--- src/rtl/wqu_pkg.sv ---
// ----------------------------------------------------------------------------
// wqu_pkg
// types and codes shared by the wait queue cells, channels and top level
// ----------------------------------------------------------------------------
package wqu_pkg;

	localparam logic REQ_PUSH = 1'b0;
	localparam logic REQ_POP  = 1'b1;

	localparam logic MODE_FIFO = 1'b0;
	localparam logic MODE_EDF  = 1'b1;

	localparam logic [1:0] ST_OK    = 2'd0;
	localparam logic [1:0] ST_FULL  = 2'd1;
	localparam logic [1:0] ST_EMPTY = 2'd2;

	typedef struct packed {
		logic        req_type;
		logic [7:0]  entry_id;
		logic [31:0] entry_key;
	} req_t;

	typedef struct packed {
		logic [7:0] popped_id;
		logic       popped_valid;
		logic [1:0] status;
		logic [4:0] occupancy;
	} rsp_t;

	// broadcast to every cell in the row
	typedef struct packed {
		logic        push;
		logic        pop;
		logic        mode;
		logic [7:0]  new_id;
		logic [31:0] new_key;
	} cell_ctl_t;

endpackage

--- src/rtl/wqu_stream_if.sv ---
// ----------------------------------------------------------------------------
// wqu_stream_if
// valid/ready channel carrying one beat of type T
// ----------------------------------------------------------------------------
interface wqu_stream_if #(
	parameter type T = logic
) ();
	logic valid;
	logic ready;
	T     data;

	modport source (output valid, output data, input ready);
	modport sink (input valid, input data, output ready);
endinterface

--- src/rtl/wqu_cell.sv ---
// ----------------------------------------------------------------------------
// wqu_cell
// one queue slot: holds an id and key, shifts towards head on pop and
// towards tail behind the insertion point on push
// ----------------------------------------------------------------------------
module wqu_cell (
	input  logic               clk,
	input  wqu_pkg::cell_ctl_t ctl,
	input  logic               occupied,
	input  logic               at_tail,
	input  logic               taken_in,
	output logic               taken_out,
	input  logic [7:0]         left_id,
	input  logic [31:0]        left_key,
	input  logic [7:0]         right_id,
	input  logic [31:0]        right_key,
	output logic [7:0]         id,
	output logic [31:0]        key
);

	logic [7:0]  id_q;
	logic [31:0] key_q;
	logic        greater;
	logic        ins_here;

	assign greater   = occupied && (ctl.mode == wqu_pkg::MODE_EDF) && (key_q > ctl.new_key);
	assign ins_here  = !taken_in && (greater || at_tail);
	assign taken_out = taken_in || ins_here;

	always_ff @(posedge clk) begin
		if (ctl.push) begin
			if (taken_in) begin
				id_q  <= left_id;
				key_q <= left_key;
			end else if (ins_here) begin
				id_q  <= ctl.new_id;
				key_q <= ctl.new_key;
			end
		end else if (ctl.pop) begin
			id_q  <= right_id;
			key_q <= right_key;
		end
	end

	assign id  = id_q;
	assign key = key_q;

endmodule

--- src/rtl/fifo_or_edf_wait_queue_unit.sv ---
// ----------------------------------------------------------------------------
// fifo_or_edf_wait_queue_unit
// bounded wait queue, first-in first-out or earliest key first
// ----------------------------------------------------------------------------
// Requests arrive on req (push with id and key, or pop) and each produces
// exactly one beat on rsp: the popped id with its valid flag, a status code
// and the occupancy after the request. sched_mode is written through
// cfg_we/cfg_wdata, which the user must do only while the queue is quiet;
// the block does not enforce this. 0 appends at the tail, 1 places the entry
// in front of the first held entry with a strictly greater key. The entries
// live in a row of QUEUE_DEPTH cells. On a push every cell compares its key
// with the new one at once and a take signal ripples down the row to mark
// the insertion point; cells behind it take their left neighbour. On a pop
// every cell takes its right neighbour. Responses are registered, and one
// request is accepted per cycle; the insertion ripple through the cell row
// sets the clock period. The response register stays full while rsp is
// stalled and req.ready drops until the beat is taken.
// Reset empties the queue, clears the mode to first-in first-out and drops
// any pending response; no clearing pass is needed.
// ----------------------------------------------------------------------------
module fifo_or_edf_wait_queue_unit #(
	parameter int QUEUE_DEPTH = 16
) (
	input  logic      clk,
	input  logic      arst_n,
	input  logic      cfg_we,
	input  logic      cfg_wdata,
	wqu_stream_if.sink   req,
	wqu_stream_if.source rsp
);

	localparam int CW = $clog2(QUEUE_DEPTH + 1);

	logic          mode_q;
	logic [CW-1:0] cnt_q;
	logic [CW-1:0] cnt_next;
	logic          rsp_valid_q;
	wqu_pkg::rsp_t rsp_q;
	wqu_pkg::rsp_t rsp_next;
	wqu_pkg::cell_ctl_t ctl;

	logic          fire;
	logic          full;
	logic          empty;
	logic          push_ok;
	logic          pop_ok;
	logic [31:0]   occ_wide;

	logic [7:0]            id_w  [QUEUE_DEPTH];
	logic [31:0]           key_w [QUEUE_DEPTH];
	logic [QUEUE_DEPTH:0]  taken_w;

	assign req.ready = !rsp_valid_q || rsp.ready;
	assign fire      = req.valid && req.ready;
	assign full      = (cnt_q == CW'(QUEUE_DEPTH));
	assign empty     = (cnt_q == '0);
	assign push_ok   = fire && (req.data.req_type == wqu_pkg::REQ_PUSH) && !full;
	assign pop_ok    = fire && (req.data.req_type == wqu_pkg::REQ_POP) && !empty;

	always_comb begin
		ctl.push    = push_ok;
		ctl.pop     = pop_ok;
		ctl.mode    = mode_q;
		ctl.new_id  = req.data.entry_id;
		ctl.new_key = req.data.entry_key;
	end

	assign taken_w[0] = 1'b0;

	for (genvar i = 0; i < QUEUE_DEPTH; i++) begin : g_cell
		localparam logic [CW-1:0] IDX = CW'(i);
		logic [7:0]  lid;
		logic [31:0] lkey;
		logic [7:0]  rid;
		logic [31:0] rkey;

		if (i == 0) begin : g_first
			assign lid  = req.data.entry_id;
			assign lkey = req.data.entry_key;
		end else begin : g_mid_l
			assign lid  = id_w[i-1];
			assign lkey = key_w[i-1];
		end

		if (i == QUEUE_DEPTH - 1) begin : g_last
			assign rid  = id_w[i];
			assign rkey = key_w[i];
		end else begin : g_mid_r
			assign rid  = id_w[i+1];
			assign rkey = key_w[i+1];
		end

		wqu_cell u_cell (
			.clk       (clk),
			.ctl       (ctl),
			.occupied  (IDX < cnt_q),
			.at_tail   (IDX == cnt_q),
			.taken_in  (taken_w[i]),
			.taken_out (taken_w[i+1]),
			.left_id   (lid),
			.left_key  (lkey),
			.right_id  (rid),
			.right_key (rkey),
			.id        (id_w[i]),
			.key       (key_w[i])
		);
	end

	always_comb begin
		cnt_next = cnt_q;
		if (push_ok) begin
			cnt_next = cnt_q + CW'(1);
		end else if (pop_ok) begin
			cnt_next = cnt_q - CW'(1);
		end
		occ_wide = 32'(cnt_next);

		rsp_next.popped_id    = pop_ok ? id_w[0] : 8'd0;
		rsp_next.popped_valid = pop_ok;
		rsp_next.occupancy    = occ_wide[4:0];
		if (req.data.req_type == wqu_pkg::REQ_PUSH) begin
			rsp_next.status = full ? wqu_pkg::ST_FULL : wqu_pkg::ST_OK;
		end else begin
			rsp_next.status = empty ? wqu_pkg::ST_EMPTY : wqu_pkg::ST_OK;
		end
	end

	always_ff @(posedge clk or negedge arst_n) begin
		if (!arst_n) begin
			mode_q      <= wqu_pkg::MODE_FIFO;
			cnt_q       <= '0;
			rsp_valid_q <= 1'b0;
		end else begin
			if (cfg_we) begin
				mode_q <= cfg_wdata;
			end
			cnt_q <= cnt_next;
			if (fire) begin
				rsp_valid_q <= 1'b1;
			end else if (rsp.ready) begin
				rsp_valid_q <= 1'b0;
			end
		end
	end

	always_ff @(posedge clk) begin
		if (fire) begin
			rsp_q <= rsp_next;
		end
	end

	assign rsp.valid = rsp_valid_q;
	assign rsp.data  = rsp_q;

	// fill count stays within the row
	a_cnt_range: assert property (@(posedge clk) disable iff (!arst_n)
		cnt_q <= CW'(QUEUE_DEPTH))
		else $error("fill count beyond queue depth");

	// an accepted push always finds a slot somewhere in the row
	a_ins_found: assert property (@(posedge clk) disable iff (!arst_n)
		push_ok |-> taken_w[QUEUE_DEPTH])
		else $error("push found no insertion cell");

	// pop on an empty queue reports empty with no id
	a_pop_empty: assert property (@(posedge clk) disable iff (!arst_n)
		fire && (req.data.req_type == wqu_pkg::REQ_POP) && empty |=>
		rsp.valid && (rsp.data.status == wqu_pkg::ST_EMPTY) && !rsp.data.popped_valid)
		else $error("empty pop not flagged");

	// a successful push grows the queue by exactly one
	a_push_cnt: assert property (@(posedge clk) disable iff (!arst_n)
		push_ok |=> cnt_q == $past(cnt_q) + CW'(1))
		else $error("push did not grow fill count");

endmodule

--- src/flat_wrapper.sv ---
// flat-port wrapper written by rule: the top's interface ports become plain ports
module fifo_or_edf_wait_queue_unit_flat 
#(
	parameter int QUEUE_DEPTH = 16
)
  (clk, arst_n, cfg_we, cfg_wdata, req_valid, req_data, req_ready, rsp_valid, rsp_data, rsp_ready);
  wqu_stream_if #(.T(wqu_pkg::req_t)) req_i ();
  wqu_stream_if #(.T(wqu_pkg::rsp_t)) rsp_i ();
  input  logic clk;
  input  logic arst_n;
  input  logic cfg_we;
  input  logic cfg_wdata;
  input wire logic [$bits(req_i.valid)-1:0] req_valid;
  input wire logic [$bits(req_i.data)-1:0] req_data;
  output wire logic [$bits(req_i.ready)-1:0] req_ready;
  output wire logic [$bits(rsp_i.valid)-1:0] rsp_valid;
  output wire logic [$bits(rsp_i.data)-1:0] rsp_data;
  input wire logic [$bits(rsp_i.ready)-1:0] rsp_ready;
  assign req_i.valid = req_valid;
  assign req_i.data = req_data;
  assign req_ready = req_i.ready;
  assign rsp_valid = rsp_i.valid;
  assign rsp_data = rsp_i.data;
  assign rsp_i.ready = rsp_ready;
  fifo_or_edf_wait_queue_unit #(.QUEUE_DEPTH(QUEUE_DEPTH)) u_core (.clk(clk), .arst_n(arst_n), .cfg_we(cfg_we), .cfg_wdata(cfg_wdata), .req(req_i), .rsp(rsp_i));
endmodule
--- config.mk ---
export PLATFORM = sky130hd
export DESIGN_NAME = fifo_or_edf_wait_queue_unit_flat
export DESIGN_NICKNAME = d
export VERILOG_FILES = /design/src/rtl/wqu_pkg.sv /design/src/rtl/wqu_stream_if.sv /design/src/rtl/wqu_cell.sv /design/src/rtl/fifo_or_edf_wait_queue_unit.sv /design/src/flat_wrapper.sv
export SDC_FILE = /design/constraint.sdc
export NUM_CORES = 2
export LEC_CHECK = 0
export BUFFER_PORTS_ARGS = -buffer_cell sky130_fd_sc_hd__buf_2
export CAP_MARGIN = 10
export CORE_ASPECT_RATIO = 0.75
export CORE_MARGIN = 1.5
export CORE_UTILIZATION = 60
export CTS_BUF_LIST = sky130_fd_sc_hd__clkbuf_8
export DETAILED_ROUTE_END_ITERATION = 12
export PLACE_DENSITY = 0.79
export SLEW_MARGIN = 10
export SYNTH_ARGS = -nofsm -noshare
export SYNTH_HDL_FRONTEND = slang
export SYNTH_SLANG_ARGS = --single-unit
--- constraint.sdc ---
create_clock -name clk -period 6.95 [get_ports clk]
set_input_delay 1.39 -clock clk [delete_from_list [all_inputs] [get_ports clk]]
set_output_delay 1.39 -clock clk [all_outputs]
set_load 0.1 [all_outputs]
**Yosys cells after proc, flatten, opt, wreduce, memory -nomap -nowiden**

Index checks and enable logic that the tools add are counted.

- Register bits: 663
- Output and inout bits: 18

- $add $sub $neg: 2
- Magnitude comparators: 32
- Equal/unequal tests: 31
- Mux-type cells: 129
- Bitwise operators: 1
- Reductions and logical operators: 121

Operators with widths:

| cell | count |
|---|---|
| $mux 32 | 61 |
| $gt 32x32->1 | 16 |
| $mux 8 | 61 |
| $logic_and 1x1->1 | 52 |
| $ne 3x3->1 const B | 14 |
| $eq 4x5->1 const A | 8 |
| $lt 4x5->1 const A | 8 |
| $reduce_and 2->1 | 16 |
| $logic_or 1x1->1 | 31 |
| $eq 3x5->1 const A | 4 |
| $lt 3x5->1 const A | 4 |
| $logic_not 1->1 | 18 |
| $eq 2x5->1 const A | 2 |
| $lt 1x5->1 const A | 2 |
| $lt 2x5->1 const A | 2 |
| $mux 5 | 2 |
| $reduce_bool 2->1 | 3 |
| $add 5x1->5 const B | 1 |
| $eq 1x5->1 const A | 1 |
| $eq 5x5->1 const B | 1 |
| $logic_not 5->1 | 1 |
| $sub 5x1->5 const B | 1 |
| $mux 2 | 2 |
| $mux 1 | 3 |
| other kinds (2) | 2 |

**Logic depth before layout (Yosys ltp)**

- Word-level depth: 50
- Mapped depth: 16
- Depth with buffers taken out: 11

**By module**

A second synthesis with hierarchy kept.

- Cells, all modules: 4,854
- Area total of the unflattened synthesis: 47,928.5 um2

Modules (own cells, without submodules):

| module | instances | cells an instance | area an instance (um2) |
|---|---|---|---|
| wqu_cell | 16 | 296 | 2,915.3 |
| fifo_or_edf_wait_queue_unit | 1 | 118 | 1,283.7 |

**Least setup slack after synthesis**

Ideal clock, no wire load.

- Kind: in2reg
- From: input port req_data[14]
- To: register u_core.g_cell[7].u_cell.id_q[0] (enable)
- Library setup time: 446 ps
- Arrival: 8,044 ps
- Data required time: 6,504 ps
- Path slack: -1,540 ps
- Stages: 14
- Buffers on the path: 3
- Path through: clkbuf_1 -> inv_1 -> ha_1 -> nand4_1 -> or3_1 -> a21o_1 -> a311oi_1 -> a211oi_1 -> and3_1 -> buf_4 -> and3_1 -> clkbuf_1 -> o21ai_0 -> o21bai_1

- Cells in the longest elaborated chain, start to end: 25
- Elaborated cells between the ends (all ways): 46
- Classes of those cells: order compare (8); eq/ne (1); reduce/logical (37)

Ends and longest elaborated chain:

| item | line | text |
|---|---|---|
| start, declared | flat_wrapper.sv:14 | `input wire logic [$bits(req_i.data)-1:0] req_data;` |
| $gt 32x32->1 | wqu_cell.sv:26 | `assign greater = occupied && (ctl.mode == wqu_pkg::MODE_EDF) && (key_q > ctl.new_key);` |
| $logic_and 1x1->1 | wqu_cell.sv:26 |  |
| $logic_or 1x1->1 | wqu_cell.sv:27 | `assign ins_here = !taken_in && (greater \|\| at_tail);` |
| $logic_not 1->1 | wqu_cell.sv:27 |  |
| $logic_and 1x1->1 | wqu_cell.sv:27 |  |
| $logic_or 1x1->1 | wqu_cell.sv:28 | `assign taken_out = taken_in \|\| ins_here;` |
| $logic_not 1->1 | wqu_cell.sv:27 |  |
| $logic_and 1x1->1 | wqu_cell.sv:27 |  |
| [... 9 more ...] | - |  |
| $logic_or 1x1->1 | wqu_cell.sv:28 |  |
| $logic_not 1->1 | wqu_cell.sv:27 |  |
| $logic_and 1x1->1 | wqu_cell.sv:27 |  |
| $logic_or 1x1->1 | wqu_cell.sv:28 |  |
| $logic_not 1->1 | wqu_cell.sv:27 |  |
| $logic_and 1x1->1 | wqu_cell.sv:27 |  |
| $ne 3x3->1 (no line) * | - |  |
| $reduce_and 2->1 (no line) * | - |  |
| end signal, assigned | wqu_cell.sv:33 | `id_q <= left_id;` |
| end signal, assigned | wqu_cell.sv:36 | `id_q <= ctl.new_id;` |
| end signal, assigned | wqu_cell.sv:40 | `id_q <= right_id;` |
| end, declared | wqu_cell.sv:21 | `logic [7:0] id_q;` |

Mark *: on every way between the ends. The rest lies on a longest branch, timed or not.
A chain may end at the register's enable or synchronous reset.

**Final worst setup path**

- From: input port req_data[14]
- To: register u_core.g_cell[14].u_cell.key_q[8] (data pin)

- Cells in the longest elaborated chain, start to end: 44
- Elaborated cells between the ends (all ways): 83
- Classes of those cells: order compare (14); mux (2); reduce/logical (67)

Ends and longest elaborated chain:

| item | line | text |
|---|---|---|
| $gt 32x32->1 | wqu_cell.sv:26 |  |
| $logic_and 1x1->1 | wqu_cell.sv:26 |  |
| $logic_or 1x1->1 | wqu_cell.sv:27 |  |
| $logic_not 1->1 | wqu_cell.sv:27 |  |
| $logic_and 1x1->1 | wqu_cell.sv:27 |  |
| $logic_or 1x1->1 | wqu_cell.sv:28 |  |
| $logic_not 1->1 | wqu_cell.sv:27 |  |
| $logic_and 1x1->1 | wqu_cell.sv:27 |  |
| [... 28 more ...] | - |  |
| $logic_not 1->1 | wqu_cell.sv:27 |  |
| $logic_and 1x1->1 | wqu_cell.sv:27 |  |
| $logic_or 1x1->1 | wqu_cell.sv:28 |  |
| $logic_not 1->1 | wqu_cell.sv:27 |  |
| $logic_and 1x1->1 | wqu_cell.sv:27 |  |
| $logic_or 1x1->1 * | wqu_cell.sv:28 |  |
| $mux 32 * | wqu_cell.sv:32 | `if (taken_in) begin` |
| $mux 32 * | wqu_cell.sv:31 | `if (ctl.push) begin` |
| end signal, assigned | wqu_cell.sv:34 | `key_q <= left_key;` |
| end signal, assigned | wqu_cell.sv:37 | `key_q <= ctl.new_key;` |
| end signal, assigned | wqu_cell.sv:41 | `key_q <= right_key;` |
| end, declared | wqu_cell.sv:22 | `logic [31:0] key_q;` |

Marks and branches as above.

==> flow_summary_export.csv <==
group,metric,value,unit
run_status,status,"finished, final reports clean",
setup_path,required,7.48,ns
global_route,grt_start_max_net_pins,200,
route,post_drt_via_cell_ratio,7.25,
placed_design,dp.cells,5244,
layout,drive_gt1_share,9.27,%
sta,hold_violations,0,
yosys,post-synth-top-count-cell,"nand2_1",
sta,rsz0062_at_grt,"no",
route,vias,39400,
floorplanning,die_w,319,µm
clock_network,cts_sinks,663,
yosys,synth_cell_types,73,
floorplanning,die_area,0.0764,mm²
placed_design,dp_hpwl,115,mm
global_route,overflow,0,
layout,fin_nets,4949,
yosys,yosysTopAreaCell,"edfxtp_1",
layout,fin_area,0.0486,mm²
yosys,synth-seq-cells,663,
clock_network,post-cts-setup-buffer-count,0,
floorplanning,rows,86,
floorplanning,initial_core_util,60.9,%
clock_network,cts_max_path_buffers,3,
yosys,synth_xor_area_share,0.0781,%
min_path,min_path_type,"input port to async pin",
route,wl_met1,64.5,mm
clock_network,clkTransAtPathRegs,0.06,ns
sta,setup_viol,0,
yosys,synth_ff_type,"edfxtp_1",
route,drt.antenna.violating_nets,0,
route,route.detailed.wl_per_inst,30.3,µm
layout,utilization,66.0,%
setup_path,cp_max_fo,41,
setup_path,end_kind,"flop",
setup_path,criticalPathCategory,"input port to flop",
sta,fin_crit,5.87,ns
yosys,ys.warnings.count,0,
placed_design,post-place-ws,0.564,ns
placed_design,dpl_cell_area,0.0466,mm²
yosys,syn_avg_cell_area,10.2,µm²
yosys,synth_edf_count,656,
yosys,ys_seq_area_share,44.3,%
pwr,ir_worst_vdd,0.413,mV
route,routed.top_layer,"met5",
sta,fmax,170,MHz
sta,fin_ws,1.08,ns
route,drt_iter0_drc,7060,
yosys,async_reset_ff_share,1.06,%
sta,tightest_slew,1.15,ns
yosys,synth-adder-area-share,14.4,%
layout,final_cells,5439,
clock_network,htreeDepth,3,
clock_network,cts_made_buffers,107,
floorplanning,die_height,240,µm
global_route,grt_pass1_wl,241,mm
route,dr.pass1.iters,9,
sta,max-slew-margin-rel,23.1,%
clock_network,cts_tree,"yes",
placed_design,place_congestion,1.09,
sta,fin_skew,0.0528,ns
global_route,antenna_found_initial,9,
yosys,synth_cells,4399,
yosys,muxShareOfSynthArea,6.88,%
yosys,synth_compound_area_share,17.8,%
floorplanning,core,0.0737,mm²
global_route,grt_pass1_vias,36700,
yosys,synth.top_cell.area_share,43.9,%
layout,synthToLayoutAreaGrowth,8.41,%
yosys,synthesis.nets,4963,
clock_network,insertion_delay,0.83,ns
yosys,yosys-top-cells-count,"nand2_1 (773), edfxtp_1 (656), ha_1 (517), o21ai_0 (355), a21oi_1 (321)",
route,wl,165,mm
global_route,grt_usage,42.7,%
route,route.met3.wl,30.1,mm
yosys,syn_area,0.0449,mm²
pwr,p_leak,19.8,nW
yosys,synth_top_family_by_area,"compound AO/OA/AOI/OAI gates",
sta,drv_slew,0,
flow_run,maxCapViolations,0,
pwr,powerDensity,370,mW/mm²
sta,setup_tns,0,ns
route,drc,0,
yosys,yosys-top-cells-area,"edfxtp_1 (44%), ha_1 (14%), nand2_1 (6.5%)",
clock_network,cts_resized,0,
setup_path,cp-start-kind,"input port",
setup_path,worstPathArrival,6.40,ns
placed_design,port_buffers,64,
clock_network,cts_hold_buf,0,
layout,fill_cells,5741,
route,wl_met2,62.3,mm
clock_network,root_buffer,"clkbuf_8",
yosys,synth-simple-area-share,12.9,%
sta,finalCritPeriodShare,84.4,%
floorplanning,io_pins,65,
worst paths after layout:
kind                                       start                              end  slack [ns]  cells past startpoint
min in group clk                u_core.rsp.valid                 u_core.rsp.valid        0.54                      2
worst max-delay path                req_data[14]  u_core.g_cell[14].u_cell.key[8]        1.08                     15
worst min register to register  u_core.rsp.valid                 u_core.rsp.valid        0.54                      2
max in group asynchronous                 arst_n                  u_core.cnt_q[4]        6.34                      1
worst min-delay path                      arst_n                  u_core.cnt_q[0]        0.43                      1
worst max register to register   u_core.cnt_q[1]  u_core.g_cell[15].u_cell.key[9]        1.79                     12
sequential cells by signal, indices dropped and copies added (netlist names):
register and count:
u_core.g_cell.u_cell.id 128, u_core.mode_q 1, u_core.rsp.valid 1, u_core.rsp.data 16
u_core.cnt_q 5, u_core.g_cell.u_cell.key 512
cell usage in the layout, fill, tap and decap left out, drive strengths merged, types with 8 or more instances in the layout:
cell type / n
nor3: 27
a21o: 87
nand4: 100
clkbuf: 112
a221o: 198
clkinv: 35
nand3: 87
inv: 99
or3: 10
a21oi: 322
o21ai: 357
edfxtp: 656
mux2i: 248
and3: 19
buf: 194
o21a: 17
mux2: 41
a31oi: 78
o311ai: 8
nand2: 773
nor2b: 21
and4: 11
nor4: 24
and2: 21
a221oi: 10
nand2b: 9
a211oi: 39
ha: 517
o211ai: 55
nor2: 209
metrics by stage:
step | power (W) | hold slack (ns)
floorplan | 0.0112 | 0.520
CTS | 0.0175 | 0.411
finish | 0.0180 | 0.430
global placement | 0.0140 | 0.510
global route | 0.0185 | 0.412
detailed placement | 0.0142 | 0.523
final cells by class:
cell class                 count  area, µm²  share of cell area [%]
timing repair buffer         194       1720                    3.54
clock inverter                78        440                   0.906
clock buffer                 112       1540                    3.17
multi-input combinational   3360      23600                    48.5
antenna                        5       12.5                  0.0257
sequential                   663      19900                    40.9
inverter                      59        221                   0.455
tap                          968       1210                    2.49
per-layer routing:
layer	track usage, %	vias up
li1	-	16800
met1	61.2	18600
met2	55.6	3473
met3	18.2	511
met4	17.9	8
met5	0	-
worst max-delay path: stages:
cell      delay [ns]
buf_2           0.20
inv_1           0.29
buf_4           0.27
ha_1            0.29
nand4_1         0.18
nor3_1          0.79
o21ai_0         0.20
a31oi_1         0.26
nor4_1          0.12
o311ai_1        0.95
nor4b_4         0.14
buf_4           0.37
and2_2          0.34
buf_12          0.18
a221o_1         0.34
power breakdown:
part	total, W	switching (W)	leakage [nW]	internal (W)
logic	0.00814	0.00545	12.4	0.00269
clock network	0.00334	0.00176	1.15	0.00158
registers	0.00650	0.000869	6.27	0.00563
cells by family after synthesis:
group | after synthesis
muxes | 289
buffers and inverters | 376
AOI/OAI and AO/OA | 1226
adders and majority gates | 517
DFF | 663
and+or+nand+nor | 1324
xor gates and xnor gates | 4
(Power assumes the default switching activity.)
